$ cat src/sv/lcf_pkg.sv
// ---------------------------------------------------------------------------
// Lattice cell fold package
// Shared constants, payload types and pipeline side-band type for the
// lattice cell fold block.
// ---------------------------------------------------------------------------
package lcf_pkg;

  // Fraction bits of the coordinate format.
  localparam int COORD_FRAC_BITS = 16;

  // Pitch after reset is 1.0 in the coordinate format.
  localparam logic [30:0] PITCH_RESET = 31'(64'd1 << COORD_FRAC_BITS);

  // sqrt(3) as unsigned Q1.30, rounded.
  localparam logic [30:0] SQRT3_Q30 = 31'd1859775393;

  // One remainder bit per divider stage.
  localparam int DIV_STAGES = 32;

  // Pattern codes.
  localparam logic [1:0] MODE_SQUARE  = 2'd0;
  localparam logic [1:0] MODE_CENTRED = 2'd1;
  localparam logic [1:0] MODE_HEX     = 2'd2;

  // Register indexes, decoded from address bit 2.
  localparam logic REG_CELL_PITCH   = 1'b0;
  localparam logic REG_PATTERN_MODE = 1'b1;

  typedef struct packed {
    logic signed [31:0] point_x;
    logic signed [31:0] point_y;
  } point_t;

  typedef struct packed {
    logic signed [31:0] local_x;
    logic signed [31:0] local_y;
  } local_t;

  // Per-item values derived from the configuration.
  typedef struct packed {
    logic [1:0]  mode;
    logic [30:0] pitch;
    logic [30:0] half_w;
    logic [30:0] row_h;
  } side_t;

endpackage

$ cat src/sv/lcf_fmod.sv
// ---------------------------------------------------------------------------
// Lattice cell fold floored modulo
// Pipelined restoring remainder, one bit per stage, with a floored sign fix
// on the last stage's output.
// ---------------------------------------------------------------------------
module lcf_fmod (
  input  logic        clk,
  input  logic        en,
  input  logic [31:0] num_in,
  input  logic        neg_in,
  input  logic [31:0] div_in,
  output logic [31:0] rem_out
);

  localparam int N = lcf_pkg::DIV_STAGES;

  logic [31:0] rem_q [1:N];
  logic [31:0] num_q [1:N];
  logic [31:0] div_q [1:N];
  logic        neg_q [1:N];

  for (genvar k = 0; k < N; k++) begin : g_stage
    logic [31:0] r_src;
    logic [31:0] n_src;
    logic [31:0] d_src;
    logic        s_src;
    logic [32:0] trial;
    logic [32:0] diff;

    if (k == 0) begin : g_first
      assign r_src = '0;
      assign n_src = num_in;
      assign d_src = div_in;
      assign s_src = neg_in;
    end else begin : g_next
      assign r_src = rem_q[k];
      assign n_src = num_q[k];
      assign d_src = div_q[k];
      assign s_src = neg_q[k];
    end

    // Shift in the next dividend bit and subtract when it fits.
    assign trial = {r_src, n_src[31]};
    assign diff  = trial - {1'b0, d_src};

    always_ff @(posedge clk) begin
      if (en) begin
        rem_q[k+1] <= diff[32] ? trial[31:0] : diff[31:0];
        num_q[k+1] <= {n_src[30:0], 1'b0};
        div_q[k+1] <= d_src;
        neg_q[k+1] <= s_src;
      end
    end
  end

  // A negative dividend with a nonzero remainder folds back into [0, m).
  assign rem_out = (neg_q[N] && (rem_q[N] != '0)) ? (div_q[N] - rem_q[N]) : rem_q[N];

endmodule

$ cat config.mk
export PLATFORM = sky130hd
export DESIGN_NAME = lcf_fmod
export DESIGN_NICKNAME = d
export VERILOG_FILES = /design/src/sv/lcf_pkg.sv /design/src/sv/lcf_fmod.sv
export SDC_FILE = /design/constraint.sdc
export NUM_CORES = 2
export LEC_CHECK = 0
export BUFFER_PORTS_ARGS = -buffer_cell sky130_fd_sc_hd__buf_2
export CAP_MARGIN = 20
export CORE_ASPECT_RATIO = 1.1
export CORE_MARGIN = 3
export CORE_UTILIZATION = 40
export DETAILED_ROUTE_END_ITERATION = 16
export GPL_ROUTABILITY_DRIVEN = 0
export PLACE_DENSITY = 0.65
export SKIP_CTS_REPAIR_TIMING = 1
export SLEW_MARGIN = 25
export SYNTH_ARGS = -nofsm -noshare
export SYNTH_HDL_FRONTEND = slang
export SYNTH_SLANG_ARGS = --single-unit
$ cat constraint.sdc
create_clock -name clk -period 5.05 [get_ports clk]
set_input_delay 0.2525 -clock clk [delete_from_list [all_inputs] [get_ports clk]]
set_output_delay 0.2525 -clock clk [all_outputs]
set_load 0.05 [all_outputs]
==> impl_metrics.ini <==
[cells_and_area]
synthToLayoutAreaGrowth_pct = 12.2
drive_gt1_frac = 0.0994
final_core_util = 0.451
stdcell_count = 17400
nets = 13500

[grt]
grt_pass1_wl_um = 450000
grt_pass1_vias = 90700
track_usage = 0.149
grt_max_degree = 171
overflow = 0
antenna_found_initial = 6

[setup_path]
cp-end-kind = primary output
cp_max_fo = 4
path_class = reg -> out
crit_arrival_ps = 4460
crit_path_start = rem_q[0][1028]
required_ps = 4800
r2r-start = div_q[0][736]
worst_setup_path_start_kind = flip-flop

[synth]
synth_warnings = 0
async_flop_share = 0
synth_most_common_cell = edfxtp_1
seq_area_frac_synth = 0.543
synth.largest_area_cell = edfxtp_1
ys_ff_latch = 2576
yosysTopAreaCellShare = 0.543
synth_area_sq_um = 142000
synth_area_leaders = edfxtp_1 (54%), ha_1 (9.0%), xnor2_1 (3.3%), inv_1 (3.2%), mux2_2 (3.2%)
synthCells = 12100
netlist-cell-type-count = 112
synth_edf_count = 2576
ys.flop_type = edfxtp_1
syn_avg_cell_area_sq_um = 11.8
synthTopCellsByCount = edfxtp_1 (2576), inv_1 (1232), ha_1 (1025)

[pwr]
ir_drop_mv = 0.601
p_per_area_nw_per_um2 = 687
power_mw = 110
p_leak_nw = 65.2

[detailed_routing]
drc = 0
drt-initial-drc-count = 4862
routed-via-count = 90200
firstDrtPassIters = 6
drt.antenna.violating_nets = 0
wl_per_cell_um = 15.9
routed_wl_um = 277000
avgViaCountPerCell = 5.19

[floorplan]
dieWidth_um = 575
ios = 99
dieArea_sq_um = 363000
start_util = 0.402
die_y_um = 632
core_sq_um = 354000
row_count = 229

[clock_network]
cts_made_buffers = 293
path_clk_slew_ps = 60
clockBufferDepth = 4
clkSinkCount = 2576
cts_tree = built
clk_latency_ps = 880
clockRootBuffer = clkbuf_16
cts_max_level = 5

[placed_design]
portBuffers = 98
hpwlAfterDp_um = 206000
dp_slack_ps = 393
dp.cells = 16800

[timing]
slew_violations = 0
finalClockSkew_ps = 34.0
tightest_slew_ps = 1070
slew_headroom = 0.287
setup_viol = 0
worst_slack_ps = 342
tns_ps = 0
post-route-period-util = 0.932
hold_violations = 0
period_needed_ps = 4710
max_freq_mhz = 212

[job]
cap_viol_max_count = 0

[run_status]
status = finished, final reports clean

[min_path]
hp-class = in -> reg
hp-start = num_in[2]
-- metal layers --
layer | GRT usage | routed length (um)
met1 | 0.155 | 106000
met2 | 0.295 | 151000
met3 | 0.0166 | 8120
met4 | 0.0656 | 12100
met5 | 0 | 0
-- worst max-delay path: stages (launching register included) --
cell and delay (ps):
edfxtp_1 420, inv_1 60, ha_1 330, a21oi_1 250
inv_1 100, o41ai_2 430, o22ai_1 210, a21oi_2 300
o21ai_0 220, a31oi_2 340, o2111ai_1 190, xor2_1 170
nor2_1 120, xor2_1 160, buf_2 280
-- flip-flops by register name (all words and copies together) (netlist names) --
| signal | count |
|---|---|
| neg_q | 32 |
| div_q | 1024 |
| rem_q | 1024 |
| num_q | 496 |
-- cells in the final DEF (no fill, tap or decap), types with 85 or more instances in the layout --
master	instances
nor2_1	529
nor2b_1	147
nand2_1	835
o21a_1	145
o21bai_1	95
edfxtp_1	2576
a21o_1	518
a21oi_1	867
xor2_1	325
xnor2_1	515
clkbuf_16	301
ha_1	1025
nand4_1	99
buf_4	85
nand2b_1	180
nand3_1	142
buf_2	97
inv_1	1232
o21ai_0	810
mux2_2	406
a31oi_1	93
-- final timing paths --
path / end / slack [ps] / cells past startpoint
hold reg to reg: num_q[0][131] / 400 / 0
hold / removal: num_q[0][33] / 100 / 2
setup reg to reg: rem_q[0][770] / 490 / 14
setup / recovery: rem_out[31] / 340 / 14
-- per-stage QoR --
stage / instance area, sq um / hold WS, ps
after global placement: 149000 / 400
after global routing: 160000 / 47.1
after CTS: 159000 / -552
final: 160000 / 102
after detailed placement: 149000 / 405
after floorplan: 142000 / 351
-- cell families after synthesis --
| kind of cell | synth area share |
|---|---|
| muxes | 0.0484 |
| DFF | 0.543 |
| adders and majority gates | 0.0946 |
| xor gates and xnor gates | 0.0539 |
| and+or+nand+nor | 0.0753 |
| other | 0.0000263 |
| buffers and inverters | 0.0409 |
| AOI/OAI and AO/OA | 0.143 |
-- layout make-up --
class	count	area [sq um]
fill	31900	194000
sequential	2576	77400
multi-input combinational	8022	59600
clock buffer	358	7750
tap	4735	5920
inverter	1232	4620
timing repair buffer	292	2670
clock inverter	152	1710
antenna	12	30.0
-- report_power, final --
group,switching [mW],internal [mW],total [mW]
clock network,8.50,12.5,21.0
registers,3.39,32.3,35.6
logic,28.3,24.8,53.1
(Power assumes the default switching activity.)
